[src/hw/rtl/cltm_pkg.sv]
`default_nettype none
// ----------------------------------------------------------------------------
// cltm_pkg - shared types and constants of the command line tokenizer/matcher
// Holds the command name table, status codes and the result word layout.
// ----------------------------------------------------------------------------
package cltm_pkg;

  localparam int unsigned NAME_COUNT = 10;
  localparam int unsigned NAME_BITS  = 128;  // 16 character slots per name
  localparam int unsigned IN_W       = 8;
  localparam int unsigned OUT_W      = 16;   // 9 payload bits padded to bytes

  localparam logic [7:0] CHAR_NUL   = 8'h00;
  localparam logic [7:0] CHAR_LF    = 8'h0A;
  localparam logic [7:0] CHAR_SPACE = 8'h20;

  localparam logic [1:0] STATUS_FOUND     = 2'd0;
  localparam logic [1:0] STATUS_NOT_FOUND = 2'd1;
  localparam logic [1:0] STATUS_ARG_ERROR = 2'd2;

  // names sit right-justified: first character in the highest used byte
  localparam logic [NAME_BITS-1:0] NAME_TEXT [NAME_COUNT] = '{
    NAME_BITS'("iiccheck"), NAME_BITS'("iicread"),  NAME_BITS'("iicwrite"),
    NAME_BITS'("iicread16"), NAME_BITS'("iicwrite16"), NAME_BITS'("enserial"),
    NAME_BITS'("flashprog"), NAME_BITS'("mario"),    NAME_BITS'("deadline"),
    NAME_BITS'("alarm")
  };

  localparam logic [3:0] NAME_LEN [NAME_COUNT] = '{
    4'd8, 4'd7, 4'd8, 4'd9, 4'd10, 4'd8, 4'd9, 4'd5, 4'd8, 4'd5
  };

  typedef struct packed {
    logic [2:0] arg_count;
    logic [3:0] command_index;
    logic [1:0] status;
  } result_t;

  typedef struct packed {
    logic    emit;
    result_t res;
  } step_out_t;

  // character k of name n, valid for k below the name length
  function automatic logic [7:0] name_byte(input int unsigned n, input logic [3:0] k);
    logic [3:0] slot;
    slot = NAME_LEN[n] - 4'd1 - k;
    return NAME_TEXT[n][{slot, 3'b000} +: 8];
  endfunction

endpackage
`default_nettype wire

[src/hw/rtl/cltm_step.sv]
`default_nettype none
// ----------------------------------------------------------------------------
// cltm_step - one character of tokenizer and matcher update
// Next line state and the optional result word for a single character.
// ----------------------------------------------------------------------------
module cltm_step import cltm_pkg::*; #(
  parameter int unsigned MAX_TOKENS    = 8,
  parameter int unsigned MAX_TOKEN_LEN = 16,
  localparam int unsigned TOK_W = $clog2(MAX_TOKENS + 1),
  localparam int unsigned POS_W = $clog2(MAX_TOKEN_LEN + 1)
) (
  input  wire logic [7:0]            char_i,
  input  wire logic [TOK_W-1:0]      tok_i,
  input  wire logic [POS_W-1:0]      pos_i,
  input  wire logic [NAME_COUNT-1:0] flags_i,
  input  wire logic                  err_i,
  output logic      [TOK_W-1:0]      tok_o,
  output logic      [POS_W-1:0]      pos_o,
  output logic      [NAME_COUNT-1:0] flags_o,
  output logic                       err_o,
  output step_out_t                  out_o
);

  logic [NAME_COUNT-1:0] len_hit;
  logic [NAME_COUNT-1:0] char_hit;
  logic [NAME_COUNT-1:0] flags_len;
  logic [NAME_COUNT-1:0] final_flags;
  logic [3:0]            hit_index;
  logic [TOK_W-1:0]      tok_inc;
  logic [POS_W-1:0]      pos_inc;
  logic                  is_term;
  logic                  first_tok;

  assign is_term   = (char_i == CHAR_LF) || (char_i == CHAR_NUL);
  assign first_tok = (tok_i == '0);
  assign tok_inc   = tok_i + TOK_W'(1);
  assign pos_inc   = pos_i + POS_W'(1);

  // per-name compares, all in parallel
  always_comb begin
    for (int n = 0; n < NAME_COUNT; n++) begin
      len_hit[n]  = (pos_i == POS_W'(NAME_LEN[n]));
      char_hit[n] = (pos_i < POS_W'(NAME_LEN[n])) && (name_byte(n, pos_i[3:0]) == char_i);
    end
  end

  assign flags_len   = flags_i & len_hit;
  assign final_flags = first_tok ? flags_len : flags_i;

  // lowest surviving name wins
  always_comb begin
    hit_index = '0;
    for (int n = NAME_COUNT - 1; n >= 0; n--) begin
      if (final_flags[n]) begin
        hit_index = 4'(n);
      end
    end
  end

  always_comb begin
    tok_o              = tok_i;
    pos_o              = pos_i;
    flags_o            = flags_i;
    err_o              = err_i;
    out_o.emit         = 1'b0;
    out_o.res.status   = STATUS_NOT_FOUND;
    out_o.res.command_index = '0;
    out_o.res.arg_count     = '0;
    if (is_term) begin
      out_o.emit = 1'b1;
      if (err_i) begin
        out_o.res.status = STATUS_ARG_ERROR;
      end else if (|final_flags) begin
        out_o.res.status        = STATUS_FOUND;
        out_o.res.command_index = hit_index;
        out_o.res.arg_count     = 3'(tok_i);
      end
      tok_o   = '0;
      pos_o   = '0;
      flags_o = '1;
      err_o   = 1'b0;
    end else if (!err_i) begin
      if (char_i == CHAR_SPACE) begin
        if (pos_i != '0) begin
          if (first_tok) begin
            flags_o = flags_len;
          end
          tok_o = tok_inc;
          if (tok_inc >= TOK_W'(MAX_TOKENS)) begin
            err_o = 1'b1;
          end
        end
        pos_o = '0;
      end else begin
        if (first_tok) begin
          flags_o = flags_i & char_hit;
        end
        pos_o = pos_inc;
        if (pos_inc >= POS_W'(MAX_TOKEN_LEN)) begin
          err_o = 1'b1;
        end
      end
    end
  end

endmodule
`default_nettype wire

[src/hw/rtl/command_line_tokenizer_matcher_core.sv]
`default_nettype none
// ----------------------------------------------------------------------------
// command_line_tokenizer_matcher_core - command line tokenizer and name matcher
// Splits a character stream into space-separated tokens and matches the first
// token against a fixed table of ten command names.
// ----------------------------------------------------------------------------
// One character word enters per cycle. Each accepted word is held in an input
// register until it advances, then the tokenizer state (token index, character
// position, ten name match flags, error flag) is updated by a single level of
// parallel compares and counter increments. A newline or NUL ends the line and
// writes one result word into the output register as it leaves the input
// register; all other characters produce nothing. Sustained rate is one
// character per cycle. The output register only stalls the pipe when a line
// terminator meets a result that has not yet been taken; ordinary characters
// keep flowing past a waiting result. There are no configuration registers.
// ----------------------------------------------------------------------------
module command_line_tokenizer_matcher_core import cltm_pkg::*; #(
  parameter int unsigned MAX_TOKENS    = 8,   // 2 .. 8
  parameter int unsigned MAX_TOKEN_LEN = 16   // 11 .. 64
) (
  input  wire logic              clk_i,
  input  wire logic              rst_ni,
  // character stream
  input  wire logic              s_axis_tvalid,
  output logic                   s_axis_tready,
  input  wire logic [IN_W-1:0]   s_axis_tdata,   // [7:0] line_char
  // result stream
  output logic                   m_axis_tvalid,
  input  wire logic              m_axis_tready,
  output logic      [OUT_W-1:0]  m_axis_tdata    // [1:0] status, [5:2] command_index,
                                                 // [8:6] arg_count, [15:9] zero
);

  localparam int unsigned TOK_W = $clog2(MAX_TOKENS + 1);
  localparam int unsigned POS_W = $clog2(MAX_TOKEN_LEN + 1);

  // input register
  logic                  in_valid_q, in_valid_d;
  logic [7:0]            in_char_q,  in_char_d;

  // line state
  logic [TOK_W-1:0]      tok_q,   tok_d;
  logic [POS_W-1:0]      pos_q,   pos_d;
  logic [NAME_COUNT-1:0] flags_q, flags_d;
  logic                  err_q,   err_d;

  // output register
  logic                  out_valid_q, out_valid_d;
  result_t               out_q,       out_d;

  step_out_t             step_out;
  logic                  out_free;
  logic                  advance;
  logic                  in_accept;

  cltm_step #(
    .MAX_TOKENS    (MAX_TOKENS),
    .MAX_TOKEN_LEN (MAX_TOKEN_LEN)
  ) u_step (
    .char_i  (in_char_q),
    .tok_i   (tok_q),
    .pos_i   (pos_q),
    .flags_i (flags_q),
    .err_i   (err_q),
    .tok_o   (tok_d),
    .pos_o   (pos_d),
    .flags_o (flags_d),
    .err_o   (err_d),
    .out_o   (step_out)
  );

  // a terminator needs a free output slot, any other character moves on
  assign out_free      = !out_valid_q || m_axis_tready;
  assign advance       = in_valid_q && (!step_out.emit || out_free);
  assign s_axis_tready = !in_valid_q || advance;
  assign in_accept     = s_axis_tvalid && s_axis_tready;

  always_comb begin
    in_valid_d = in_valid_q;
    in_char_d  = in_char_q;
    if (in_accept) begin
      in_valid_d = 1'b1;
      in_char_d  = s_axis_tdata;
    end else if (advance) begin
      in_valid_d = 1'b0;
    end
  end

  always_comb begin
    out_valid_d = out_valid_q;
    out_d       = out_q;
    if (advance && step_out.emit) begin
      out_valid_d = 1'b1;
      out_d       = step_out.res;
    end else if (m_axis_tready) begin
      out_valid_d = 1'b0;
    end
  end

  always_ff @(posedge clk_i or negedge rst_ni) begin
    if (!rst_ni) begin
      in_valid_q  <= 1'b0;
      out_valid_q <= 1'b0;
      tok_q       <= '0;
      pos_q       <= '0;
      flags_q     <= '1;
      err_q       <= 1'b0;
    end else begin
      in_valid_q  <= in_valid_d;
      out_valid_q <= out_valid_d;
      if (advance) begin
        tok_q   <= tok_d;
        pos_q   <= pos_d;
        flags_q <= flags_d;
        err_q   <= err_d;
      end
    end
  end

  // payload registers, no reset
  always_ff @(posedge clk_i) begin
    in_char_q <= in_char_d;
    out_q     <= out_d;
  end

  assign m_axis_tvalid = out_valid_q;
  assign m_axis_tdata  = OUT_W'({out_q.arg_count, out_q.command_index, out_q.status});

endmodule
`default_nettype wire

[config.mk]
export PLATFORM = sky130hd
export DESIGN_NAME = command_line_tokenizer_matcher_core
export DESIGN_NICKNAME = d
export VERILOG_FILES = /design/src/hw/rtl/cltm_pkg.sv /design/src/hw/rtl/cltm_step.sv /design/src/hw/rtl/command_line_tokenizer_matcher_core.sv
export SDC_FILE = /design/constraint.sdc
export NUM_CORES = 1
export LEC_CHECK = 0
export BUFFER_PORTS_ARGS = -buffer_cell sky130_fd_sc_hd__buf_2
export CAP_MARGIN = 20
export CELL_PAD_IN_SITES_DETAIL_PLACEMENT = 0
export CELL_PAD_IN_SITES_GLOBAL_PLACEMENT = 1
export CORE_UTILIZATION = 42
export DETAILED_ROUTE_END_ITERATION = 8
export GPL_ROUTABILITY_DRIVEN = 0
export PLACE_DENSITY_LB_ADDON = 0.1
export SYNTH_ARGS = -nofsm -noshare
export SYNTH_HDL_FRONTEND = slang
export SYNTH_SLANG_ARGS = --single-unit
[constraint.sdc]
create_clock -name clk_i -period 2.54 [get_ports clk_i]
set_input_delay 0.254 -clock clk_i [delete_from_list [all_inputs] [get_ports clk_i]]
set_output_delay 0.254 -clock clk_i [all_outputs]
set_load 0.01 [all_outputs]
==> results.md, run 1 <==
- The antenna diode instance count is 0.
- The final number of hold-violating endpoints is 0.
- Setup violations remaining at the end of the flow were counted as 0.
- The minimum setup slack after placement is 0.0437 ns.
- STA classifies the critical path startpoint as a register.
- Net switching is 50.0% of the power.
- The minimum setup slack in the final design is 0.113 ns.
- The area growth from synthesis to layout is 16.1%.
- TritonCTS built the clock tree.
- The class of the most critical setup path is reg -> reg.
- The number of vias in the routed layout is 3879.
- Across every metal layer, demand over resource in global routing totals 26.6%.
- The clock reaches the later pin of the worst-skew pair after 0.29 ns.
- The cell count after placement is 649.
- The die span in x is 100 um.
- Leaving out fill and tap cells, the most frequent cells in the layout are sky130_fd_sc_hd__buf_4 (48), sky130_fd_sc_hd__nand2_1 (30), sky130_fd_sc_hd__o21ai_0 (28).
- The CTS root buffer is sky130_fd_sc_hd__clkbuf_8.
- The total iterations of the first detailed-routing run is 4.
- Along the worst path, the maximum fanout reaches 15.
- The mean routed wirelength per cell is 19.6 um.
- The detailed-route wire length is 12900 um.
- The post-route clock skew is 0.00633 ns.
- The sink count of the clock tree is 39.
- The initial standard-cell utilization of the core is 43.5%.
- The post-synthesis register bit count is 39.
- The mapped netlist covers 4030 sq um.
- The leakage power figure is 1.86 nW.
- The remaining max-slew budget at the tightest pin is 58.0%.
- The die footprint is 10000 sq um.
- In the synthesized netlist, the number of instances is 482.
- The floorplan step defined a core boundary enclosing 9280 sq um.
- The run finished with clean final reports.
- The wire length on met2 is 6020 um.
- The routed design uses 554 um of met3 wire.
- The initial antenna violation count came to 0.
- Among all flip-flop cells after synthesis, the most frequent one is sky130_fd_sc_hd__edfxtp_1.
- The cell row count is 35.
- The worst-case IR drop observed on VDD is 0.000584 V.
- The post-CTS setup repair buffer count is 0.
- The remaining design rule violation count is 0.
- The half-perimeter wire length after detailed placement is 9500 um.
- In this run the deepest clock path goes through 2 buffers.
- The clock period minus final worst setup slack is 2.43 ns.
- Across the run, the number of max-cap violations was 0.
- In this run, the number of DRC markers left after iteration 0 of detailed routing was 261.
- The worst hold path belongs to the class in -> reg.
- The cell area power density is 1180 nW/um^2.
- Averaged over all synthesized cells, the footprint is 8.37 sq um.
- Entering global routing, the biggest net connects 36 pins.
- The share of post-route cells with drive strength above 1 is 24.0%.
- In this run, the clock network consumes 7.7% of the power.
- Of the total power, registers draw 16.9%.
- After clock tree synthesis, the clock-pin slew on the worst setup and hold paths is 0.08 ns.
- Based on the critical path, the design can be clocked at up to 0.412 GHz.
- The worst-margin pin slew is 0.629 ns.
- For this run, the post-layout net count is 562.
- The synthesized design contains 17 enable-type register cells.
- Global routing finished with a remaining overflow of 0.
- The async set-or-reset flop fraction in the synthesized netlist is 56.4%.
- The die is 100 um tall.
- The post-route antenna net violation count is 0.
- The arrival time of data at the critical path endpoint is 2.65 ns.
- The number of port buffers is 22.
- The highest layer touched by signal routing is met4.
- The sum of routed wire segments on met1 is 6140 um.
- Setup total negative slack on the finished layout was measured at 0 ns.
- Setup repair after global routing left no endpoint under its margin.
- The number of standard cells in the final layout excluding fillers is 658.
- During synthesis, Yosys emitted a total of 0 warnings.
- The switching power summed over all nets is 2.77 mW.
- The distinct cell type count of the synthesized netlist is 89.
- The via count of the first global-routing pass is 3724.
- Data on the critical path is required at its endpoint by 2.76 ns.
- The via density per instance is 5.90.
- The maximum level of the CTS H-tree is 2.
- The internal power component is 2.77 mW.
- Combinational logic is responsible for 75.4% of the overall power.
- The number of buffers added by the clock tree synthesis step is 5.
- The post-route clock period utilization is 95.5%.
- The count of final max-slew check failures is 0.
- The sequential area share after synthesis is 26.6%.
- The first global-routing pass estimated 20200 um of wire.
- The worst setup path is captured at a register.
- The library cell used most frequently in the layout, excluding fill and tap cells, is sky130_fd_sc_hd__buf_4.
- The number of top-level pins is 30.
==> cells by family (layout without fill, tap and decap cells) <==
kind of cell | after synthesis | in the layout | share of synthesized area, %
muxes | 6 | 6 | 1.52
buffers and inverters | 62 | 103 | 7.54
DFF | 39 | 39 | 26.6
other | 1 | 7 | 0.0930
and+or+nand+nor | 167 | 167 | 23.3
AOI/OAI and AO/OA | 146 | 146 | 25.2
xor gates and xnor gates | 39 | 39 | 8.93
adders and majority gates | 22 | 22 | 6.82
==> power by group through the flow <==
stage / Clock, mW / Sequential (mW) / Combinational, mW
floorplan: 0 / 0.907 / 2.81
global placement: 0 / 0.944 / 3.89
detailed placement: 0 / 0.942 / 3.93
CTS: 0.438 / 0.932 / 3.95
global route: 0.456 / 0.948 / 4.57
finish: 0.426 / 0.938 / 4.18
==> layer usage <==
metal | global-route usage [%] | up-vias
li1 | - | 1854
met1 | 38.0 | 1899
met2 | 42.4 | 112
met3 | 3.76 | 14
met4 | 6.13 | 0
met5 | 0 | -
==> path summary, 6_finish.rpt <==
| check | from | end | slack (ns) | cells after the start |
|---|---|---|---|---|
| worst min-delay path | s_axis_tdata[3] | in_char_q[3] | 0.13 | 1 |
| worst min register to register | flags_q[5] | flags_q[5] | 0.52 | 1 |
| min in group asynchronous | rst_ni | tok_q[0] | 0.51 | 2 |
| max in group asynchronous | rst_ni | pos_q[1] | 1.59 | 2 |
| worst max-delay path | pos_q[0] | flags_q[3] | 0.11 | 11 |
| worst max register to register | pos_q[0] | flags_q[3] | 0.11 | 11 |
==> area by class of cell <==
type / instances / area, sq um
Inverter: 21 / 78.8
Clock inverter: 1 / 5.00
Tap cell: 129 / 161
Sequential cell: 39 / 1070
Timing Repair Buffer: 74 / 532
Clock buffer: 7 / 76.3
Multi-Input combinational cell: 387 / 2760
Fill cell: 941 / 4600
==> critical path, cell delays in order, from the launching register on <==
cell and delay (ns):
sky130_fd_sc_hd__dfrtp_1 0.40, sky130_fd_sc_hd__inv_2 0.05, sky130_fd_sc_hd__ha_1 0.22, sky130_fd_sc_hd__ha_2 0.39, sky130_fd_sc_hd__buf_12 0.15, sky130_fd_sc_hd__inv_1 0.06
sky130_fd_sc_hd__nor3_1 0.19, sky130_fd_sc_hd__a31oi_1 0.07, sky130_fd_sc_hd__o32a_1 0.20, sky130_fd_sc_hd__a2111oi_2 0.33, sky130_fd_sc_hd__buf_4 0.16, sky130_fd_sc_hd__a2bb2oi_1 0.14
==> what timing repair did <==
item / in CTS / in global routing
hold buffers: 1 / 0
gates resized for setup: 0 / 19
endpoints found under the hold margin: 12 / 0
endpoints found under the setup margin: 0 / 11
==> synth_stat cells, types with 5 or more instances <==
| master | number | area share (%) |
|---|---|---|
| sky130_fd_sc_hd__inv_1 | 18 | 1.7 |
| sky130_fd_sc_hd__a21oi_1 | 28 | 3.5 |
| sky130_fd_sc_hd__buf_4 | 12 | 2.2 |
| sky130_fd_sc_hd__dfstp_2 | 10 | 6.5 |
| sky130_fd_sc_hd__nor2b_1 | 7 | 1.1 |
| sky130_fd_sc_hd__nand2b_1 | 18 | 2.8 |
| sky130_fd_sc_hd__edfxtp_1 | 17 | 13 |
| sky130_fd_sc_hd__and2_1 | 6 | 0.93 |
| sky130_fd_sc_hd__clkbuf_1 | 9 | 0.84 |
| sky130_fd_sc_hd__dfrtp_1 | 12 | 7.4 |
| sky130_fd_sc_hd__o211ai_1 | 5 | 0.93 |
| sky130_fd_sc_hd__o21ai_0 | 29 | 3.6 |
| sky130_fd_sc_hd__nand4_1 | 6 | 0.93 |
| sky130_fd_sc_hd__xnor2_1 | 22 | 4.8 |
| sky130_fd_sc_hd__nor4_1 | 6 | 0.93 |
| sky130_fd_sc_hd__nor3_1 | 17 | 2.1 |
| sky130_fd_sc_hd__nor2_1 | 26 | 2.4 |
| sky130_fd_sc_hd__xor2_1 | 16 | 3.5 |
| sky130_fd_sc_hd__o31ai_1 | 6 | 1.1 |
| sky130_fd_sc_hd__o21ai_1 | 10 | 1.2 |
| sky130_fd_sc_hd__nand2_1 | 30 | 2.8 |
| sky130_fd_sc_hd__o22ai_1 | 6 | 0.93 |
| sky130_fd_sc_hd__mux2i_1 | 5 | 1.2 |
| sky130_fd_sc_hd__nand3_1 | 16 | 2.0 |
| sky130_fd_sc_hd__ha_1 | 22 | 6.8 |
| sky130_fd_sc_hd__buf_2 | 15 | 1.9 |
==> stage by stage <==
| stage | hold WS [ns] | power [mW] | util, % | cell area [sq um] |
|---|---|---|---|---|
| 2_1_floorplan | -0.0416 | 3.72 | - | 4060 |
| 4_1_cts | 0.127 | 5.32 | 49.6 | 4610 |
| 5_1_grt | 0.121 | 5.97 | 50.4 | 4680 |
| 3_5_place_dp | 0.295 | 4.87 | 48.6 | 4510 |
| 6_report | 0.135 | 5.55 | 50.4 | 4680 |
| 3_3_place_gp | 0.296 | 4.84 | 48.6 | 4510 |
==> flip-flops by register name, summed over array words and instances, names as in the netlist <==
name and count:
err_q 1, flags_q 10, in_char_q 8, in_valid_q 1, m_axis_tdata 9, m_axis_tvalid 1
pos_q 5, tok_q 4
Power figures use the tool's default switching activity.
==> run 2, diff against run 1 <==
--- a/config.mk
+++ b/config.mk
@@ -15,4 +15,5 @@
 export PLACE_DENSITY_LB_ADDON = 0.1
 export SYNTH_ARGS = -nofsm -noshare
 export SYNTH_HDL_FRONTEND = slang
+export SYNTH_HIERARCHICAL = 1
 export SYNTH_SLANG_ARGS = --single-unit
==> results.md, run 2 <==
- The cell count after placement is 748 (+15%).
- The minimum setup slack in the final design is 0.0534 ns (-0.0600 ns).
- The initial antenna violation count is 0 (unchanged).
- The post-detailed-placement cell area was 5150 sq um (+14%).
- The worst setup path is captured at a register.
- The cell row count is 37 (+5.7%).
- The count of buffering cells on the critical path with inverters included came to 3 (-1).
- The area of the core is 10500 sq um (+13%).
- The number of max-cap violations is 0 (unchanged).
- The post-synthesis register bit count was 39 (unchanged).
- The CTS root buffer is sky130_fd_sc_hd__clkbuf_8.
- The highest cell delay on the worst timing path is 0.40 ns (about the same).
- The total overflow reported by the global router is 0 (unchanged).
- Leaving out fill and tap cells, the most frequent cell in the layout is sky130_fd_sc_hd__buf_4.
- The cell area power density is 1080 nW/um^2 (-9.0%).
- The sink count of the clock tree was 39 (unchanged).
- The cell count after synthesis is 578 (+20%).
- The number of buffers added by the clock tree synthesis step is 5 (unchanged).
- The cell taking the most area after synthesis is sky130_fd_sc_hd__edfxtp_1.
- The number of top-level pins is 30 (unchanged).
- The post-route clock period utilization was 97.9% (+2.4 points).
- The insertion delay to the later sink of the worst-skew pair is 0.30 ns (about the same).
- The total number of yosys warnings is 6 (+6).
- The largest fanout on the critical path is 8 (-7).
- The via density per instance is 6.01 (+2.0%).
- The main combinational cell family by area after synthesis is simple AND/OR/NAND/NOR gates.
- The number of vias in the routed layout is 4594 (+18%).
- The number of endpoints failing setup at the final stage is 0 (unchanged).
- The via count of the first global-routing pass is 4305 (+16%).
- The maximum root-to-sink buffer count was 2 (unchanged).
- The maximum level of the CTS H-tree is 2 (unchanged).
- The die footprint came to 11400 sq um (+14%).
- The die span in x is 107 um (+7.0%).
- The leakage power figure is 2.13 nW (+14%).
- The maximum number of pins on one net before global-route repair is 42 (+17%).
- The final number of hold-violating endpoints is 0 (unchanged).
- On the critical path the largest part of the delay comes from compound AO/OA/AOI/OAI gates.
- The post-route antenna net violation count is 0 (unchanged).
- The mux cell area share after synthesis was 1.76% (+0.24 points).
- The arrival time of data at the critical path endpoint is 2.71 ns (+0.06 ns).
- The share of the synthesized netlist area taken by xor and xnor gates is 8.46% (-0.47 points).
- The critical path goes through inv_4 -> ha_1 -> buf_4 -> buf_4 -> xor2_1 -> o32ai_2 -> xnor2_1 -> o2111a_1 -> o211ai_1 -> o31ai_1 -> nand2_1 -> o211ai_2.
- The register name with the most flops is flags_q.
- The top cell types in the final layout, fill and taps aside, are sky130_fd_sc_hd__buf_4 (65), sky130_fd_sc_hd__nand2_1 (55), sky130_fd_sc_hd__a21oi_1 (38).
- The number of synthesized flops with an enable pin is 17 (unchanged).
- The clock edge transition at the registers on the reported setup and hold paths is 0.08 ns (about the same).
- The post-synthesis area per instance is 8.01 sq um (-4.3%).
- The maximum achievable frequency is 0.402 GHz (-2.4%).
- The area fraction in compound gates after synthesis is 25.7% (+0.51 points).
- The met2 track demand over resource in global routing is 43.8% (+1.3 points).
- The fraction of post-synthesis cell area in the top cell type by area was 11.0% (-1.6 points).
- The flow ran to the end, and the final reports show no timing, DRC or antenna violations.
- The area share of and/or/nand/nor cells after synthesis was 28.1% (+4.8 points).
- The global router's overall resource usage is 27.1% (+0.50 points).
- The clock period minus final worst setup slack came to 2.49 ns (+0.0600 ns).
- Relative to the synthesized area, the layout overhead comes to 19.9%.
- The class of the most critical setup path is reg -> reg.
- The flip-flop count of the largest register, all copies and words added is 10 (unchanged).
- The worst-margin pin slew is 0.607 ns (-0.0217 ns).
- The first-pass GRT wire length is 24000 um (+19%).
- The share of post-route cells with drive strength above 1 is 28.3% (+4.3 points).
- The height of the chip is 107 um (+7.0%).
- The highest-utilization routing layer at the global route stage is met2.
- The number of standard cells in the final layout excluding fillers came to 764 (+16%).
- The area of all placed cells without fillers is 5550 sq um (+19%).
- Setup repair after global routing could not meet its margin everywhere.
- The element type at the critical path start is a register.
- The post-synthesis instance area came to 4630 sq um (+15%).
- The sequential area share after synthesis is 23.2% (-3.4 points).
- The remaining max-slew budget at the tightest pin is 59.5% (+1.5 points).
- The most numerous cell type found on the critical path is sky130_fd_sc_hd__buf_4.
- The mean routed wirelength per cell is 19.6 um (-0.12%).
- The initial standard-cell utilization of the core is 44.1% (+0.60 points).
- The largest voltage drop on the vdd net is 0.000631 V (+8.1%).
- The half-perimeter wire length after detailed placement is 11000 um (+15%).
- The antenna diode instance count was 0 (unchanged).
- The total iterations of the first detailed-routing run is 5 (+1).
- The minimum setup slack after placement was -0.0762 ns (-0.120 ns).
- Among all flip-flop cells after synthesis, the most frequent one is sky130_fd_sc_hd__edfxtp_1.
- The detailed-route wire length was 15000 um (+16%).
- The met3 routing resource usage after global routing came to 3.53% (-0.23 points).
- The critical path data required time is 2.77 ns (about the same).
- The number of port buffers is 22 (unchanged).
- The library cell contributing the largest single delay on the critical path is sky130_fd_sc_hd__dfrtp_2.
- The async set-or-reset flop fraction in the synthesized netlist is 56.4% (unchanged).
- The DRC marker count from the first detailed-route iteration is 309 (+18%).
- The CTS tree is done.
- The remaining design rule violation count came to 0 (unchanged).
- The net count of the finished layout was 657 (+17%).
- In the synthesized netlist, the cells that appear most often are sky130_fd_sc_hd__nand2_1 (56), sky130_fd_sc_hd__a21oi_1 (39), sky130_fd_sc_hd__nor2_1 (38), sky130_fd_sc_hd__xnor2_1 (36), sky130_fd_sc_hd__clkbuf_1 (26).
- The post-route clock skew is 0.00523 ns (-0.00111 ns).
- The most frequent cell after synthesis is sky130_fd_sc_hd__nand2_1.
- The path category of the worst min-delay check is in -> reg.
- The count of final max-slew check failures is 0 (unchanged).
- The synthesized-area fraction occupied by adder cells is 4.86% (-2.0 points).
- The distinct cell type count of the synthesized netlist is 80 (-10%).
- The met1 demand-to-capacity share in global routing is 38.0% (about the same).
- Ranked by total cell area, the synthesized netlist is headed by sky130_fd_sc_hd__edfxtp_1 (11%), sky130_fd_sc_hd__xnor2_1 (6.8%), sky130_fd_sc_hd__dfrtp_1 (6.5%), sky130_fd_sc_hd__dfstp_2 (5.7%), sky130_fd_sc_hd__o211ai_2 (5.4%).
-- run 2: cell types whose count changed in the layout (fill, tap and decap cells not counted), sizes merged, moves of 12 or more --
cell    change
buf        +19
nand2      +26
nand2b     -12
nand4b     +20
o211ai     +20
or2b       +20
xnor2      +14
-- run 2: area by class of cell --
type	instances	area [sq um]
Inverter	17	73.8
Clock buffer	6	82.6
Tap cell	136	170
Multi-Input combinational cell	471	3430
Fill cell	970	4960
Timing Repair Buffer	93	682
Sequential cell	39	1080
Clock inverter	2	35.0
-- run 2: what timing repair did --
action / CTS / global route
endpoints found under the hold margin: 12 / 0
setup buffers: 0 / 7
endpoints found under the setup margin: 3 / 14
hold buffers: 1 / 0
gates resized for setup: 8 / 36
pin swaps: 1 / 13
-- run 2: per-stage QoR --
stage | util, % | total power [mW] | TNS (ns) | hold WS (ns)
after global routing | 52.8 | 6.42 | -0.189 | 0.121
final | 52.8 | 5.98 | 0 | 0.128
after CTS | 50.8 | 5.56 | 0 | 0.124
after floorplan | - | 3.68 | -0.0390 | -0.0416
after global placement | 49.0 | 4.86 | -0.155 | 0.284
after detailed placement | 49.0 | 4.89 | -0.125 | 0.290
-- run 2: path summary, 6_finish.rpt --
| path | start | to | slack (ns) | cells after the start |
|---|---|---|---|---|
| worst max-delay path | pos_q[1] | flags_q[6] | 0.05 | 12 |
| worst min-delay path | s_axis_tdata[3] | in_char_q[3] | 0.13 | 1 |
| worst max register to register | pos_q[1] | flags_q[6] | 0.05 | 12 |
| worst min register to register | in_valid_q | m_axis_tvalid | 0.58 | 2 |
| max in group asynchronous | rst_ni | pos_q[0] | 1.61 | 2 |
| min in group asynchronous | rst_ni | tok_q[2] | 0.49 | 2 |
-- run 2: kinds of logic (layout without fill, tap and decap cells) --
logic type      after synthesis  count (layout)
compound gates              164             164
other cells                   1               7
buf+inv                      74             118
simple gates                231             231
flops                        39              39
mux                           8               8
fa+ha+maj                    18              18
xor+xnor                     43              43
-- run 2: power breakdown --
part / switching, mW / internal [mW] / total, mW
Sequential: 0.158 / 0.785 / 0.944
Combinational: 2.43 / 2.06 / 4.48
Clock: 0.236 / 0.318 / 0.554
-- run 2: metal layers --
metal  share of wire (%)  vias to the layer above  routed length [um]
met3                 5.9                       23                 885
met4                 2.1                        0                 307
met5                   0                        -                   0
met1                  46                     2205                6890
met2                  46                      169                6880
li1                    -                     2197                   -
==> run 3, diff against run 2 <==
--- a/config.mk
+++ b/config.mk
@@ -9,7 +9,8 @@
 export CAP_MARGIN = 20
 export CELL_PAD_IN_SITES_DETAIL_PLACEMENT = 0
 export CELL_PAD_IN_SITES_GLOBAL_PLACEMENT = 1
-export CORE_UTILIZATION = 42
+export CORE_MARGIN = 3
+export CORE_UTILIZATION = 34
 export DETAILED_ROUTE_END_ITERATION = 8
 export GPL_ROUTABILITY_DRIVEN = 0
 export PLACE_DENSITY_LB_ADDON = 0.1
==> results.md, run 3 (synthesis results as in run 2) <==
- The flow ran to the end, but the final reports show violations.
- The final reports fail on hold timing.
- Setup repair after global routing could not meet its margin everywhere.
- The post-route antenna net violation count is 0 (unchanged).
- The path category of the worst min-delay check is in -> async.
- The startpoint identified for the worst register-to-register timing path is tok_q[0].
- The largest voltage drop on the vdd net is 0.000386 V (-39%).
- The leakage power figure is 2.19 nW (+2.8%).
- The via count of the first global-routing pass is 4484 (+4.2%).
- The via density per instance is 5.77 (-4.1%).
- The maximum root-to-sink buffer count is 2 (unchanged).
- The sum of internal, switching and leakage power is 6.10 mW (+1.9%).
- The antenna diode instance count is 0 (unchanged).
- The clock period minus final worst setup slack is 2.49 ns (-0.000733 ns).
- The critical path data required time is 2.69 ns (-0.08 ns).
- The number of buffers added by the clock tree synthesis step was 5 (unchanged).
- The area of all placed cells without fillers is 5700 sq um (+2.6%).
- The remaining max-slew budget at the tightest pin is 59.3% (-0.23 points).
- The combinational share of power is 74.5% (-0.5 points).
- The critical path startpoint is tok_q[0].
- The remaining design rule violation count came to 0 (unchanged).
- The portion of total power attributed to sequential cells is 15.3% (-0.5 points).
- The switching power summed over all nets is 2.87 mW (+1.7%).
- The post-route clock skew came to 0.00445 ns (-0.000778 ns).
- The die span in x is 123 um (+15%).
- The share of post-route cells with drive strength above 1 was 30.0% (+1.6 points).
- The clock edge transition at the registers on the reported setup and hold paths is 0.06 ns (-0.02 ns).
- The number of vias in the routed layout is 4713 (+2.6%).
- The count of final max-slew check failures is 0 (unchanged).
- The clock share of power was 10.1% (+0.8 points).
- The die footprint is 15100 sq um (+32%).
- The total iterations of the first detailed-routing run is 5 (unchanged).
- The first-pass GRT wire length is 25800 um (+7.4%).
- The top cell types in the final layout, fill and taps aside, are sky130_fd_sc_hd__buf_4 (78), sky130_fd_sc_hd__nand2_1 (56), sky130_fd_sc_hd__a21oi_1 (37).
- The final number of hold-violating endpoints was 12 (+12).
- The net count of the finished layout came to 670 (+2.0%).
- The insertion delay to the later sink of the worst-skew pair came to 0.29 ns (about the same).
- The most common cell after layout, fill and taps aside is sky130_fd_sc_hd__buf_4.
- The sink count of the clock tree is 39 (unchanged).
- The detailed-route wire length is 16500 um (+10%).
- The CTS root buffer is sky130_fd_sc_hd__clkbuf_16.
- The CTS tree is done.
- The maximum level of the CTS H-tree is 2 (unchanged).
- The global router's overall resource usage was 22.4% (-4.6 points).
- The register name with the most flops is flags_q.
- The DRC marker count from the first detailed-route iteration is 367 (+19%).
- The total overflow reported by the global router is 0 (unchanged).
- Relative to the synthesized area, the layout overhead comes to 23.0%.
- The number of top-level pins is 30 (unchanged).
- The number of port buffers is 22 (unchanged).
- The switching power share of the total was 47.0% (-0.12 points).
- The half-perimeter wire length after detailed placement is 12400 um (+13%).
- The mean routed wirelength per cell is 20.2 um (+3.3%).
- The critical path is of the reg -> reg type.
- The post-detailed-placement cell area is 5330 sq um (+3.5%).
- The endpoint kind of the worst setup timing path is a register.
- The element type at the critical path start is a register.
- The height of the chip is 123 um (+15%).
- The initial antenna violation count was 0 (unchanged).
- The flip-flop count of the largest register, all copies and words added came to 10 (unchanged).
- The internal reg-to-reg setup slack is 0.05 ns (about the same).
- The maximum number of pins on one net before global-route repair is 42 (unchanged).
- The initial standard-cell utilization of the core is 34.8% (-9.2 points).
- The arrival time of data at the critical path endpoint is 2.64 ns (-0.07 ns).
- The largest fanout on the critical path was 5 (-3).
- The maximum achievable frequency is 0.402 GHz (about the same).
- The number of max-cap violations is 0 (unchanged).
- The cell area power density was 1070 nW/um^2 (-0.65%).
- The number of endpoints failing setup at the final stage is 0 (unchanged).
- The cell row count was 42 (+14%).
- The worst hold slack is -0.0223 ns (-0.150 ns).
- The area of the core is 13300 sq um (+27%).
- The worst-margin pin slew is 0.610 ns (+0.00338 ns).
- The post-route clock period utilization is 97.9% (about the same).
- The internal power component was 3.23 mW (+2.2%).
-- run 3: changes by cell type in the layout (fill, tap and decap cells not counted), sizes merged --
| cell | previous run | this run |
|---|---|---|
| bufinv | 1 | 0 |
| dlygate4sd3 | 1 | 0 |
| buf | 92 | 106 |
| inv | 15 | 16 |
-- run 3: through the flow --
stage	hold WS (ns)	std cells	worst slack, ns	setup TNS [ns]	utilization, %
6_report	-0.0223	817	0.0541	0	42.8
5_1_grt	0.0145	817	-0.0712	-0.336	42.8
4_1_cts	0.00283	816	-0.000875	-0.000875	41.3
3_5_place_dp	0.304	807	-0.0303	-0.0450	40.1
3_3_place_gp	0.297	807	0.0170	0	40.1
2_1_floorplan	-0.0416	584	-0.0390	-0.0390	-
-- run 3: final timing paths --
kind	endpoint	cells after the start
max in group asynchronous	pos_q[2]	1
max reg2reg	m_axis_tdata[2]	8
min reg2reg	m_axis_tvalid	2
min in group clk_i	in_char_q[7]	1
max	m_axis_tdata[2]	8
min	tok_q[2]	1
-- run 3: cell type report --
class | count | area (sq um)
sequential | 39 | 1080
fill | 1351 | 7600
clock buffer | 6 | 129
multi-input combinational | 471 | 3420
inverter | 17 | 66.3
tap | 176 | 220
timing repair buffer | 106 | 772
clock inverter | 2 | 8.76
-- run 3: repair_timing --
item                                    CTS  global route
pin swaps                                 1            11
gates cloned                              0             0
hold buffers                              0             0
setup buffers                             1             1
endpoints found under the setup margin    3            14
resized for setup                         3            42
-- run 3: power by group through the flow --
stage,combinational (mW),clock (mW),sequential (mW)
finish,4.54,0.618,0.936
global route,4.94,0.667,0.956
CTS,4.15,0.636,0.925
detailed placement,4.12,0,0.936
global placement,4.10,0,0.934
floorplan,2.77,0,0.912
-- run 3: layer usage --
| layer | vias up | routed length (um) | global-route usage (%) |
|---|---|---|---|
| met3 | 38 | 973 | 2.58 |
| li1 | 2219 | - | - |
| met5 | - | 0 | 0 |
| met2 | 174 | 7450 | 34.7 |
| met4 | 0 | 563 | 8.12 |
| met1 | 2282 | 7540 | 32.1 |
-- run 3: worst max-delay path, cell delays in order, from the launching register on --
cell and delay [ns]:
sky130_fd_sc_hd__dfrtp_1 0.38, sky130_fd_sc_hd__inv_1 0.06, sky130_fd_sc_hd__ha_1 0.12, sky130_fd_sc_hd__or3b_4 0.41
sky130_fd_sc_hd__or4b_4 0.53, sky130_fd_sc_hd__a32oi_4 0.22, sky130_fd_sc_hd__nor2b_2 0.08, sky130_fd_sc_hd__a211oi_2 0.30
sky130_fd_sc_hd__o221a_1 0.24
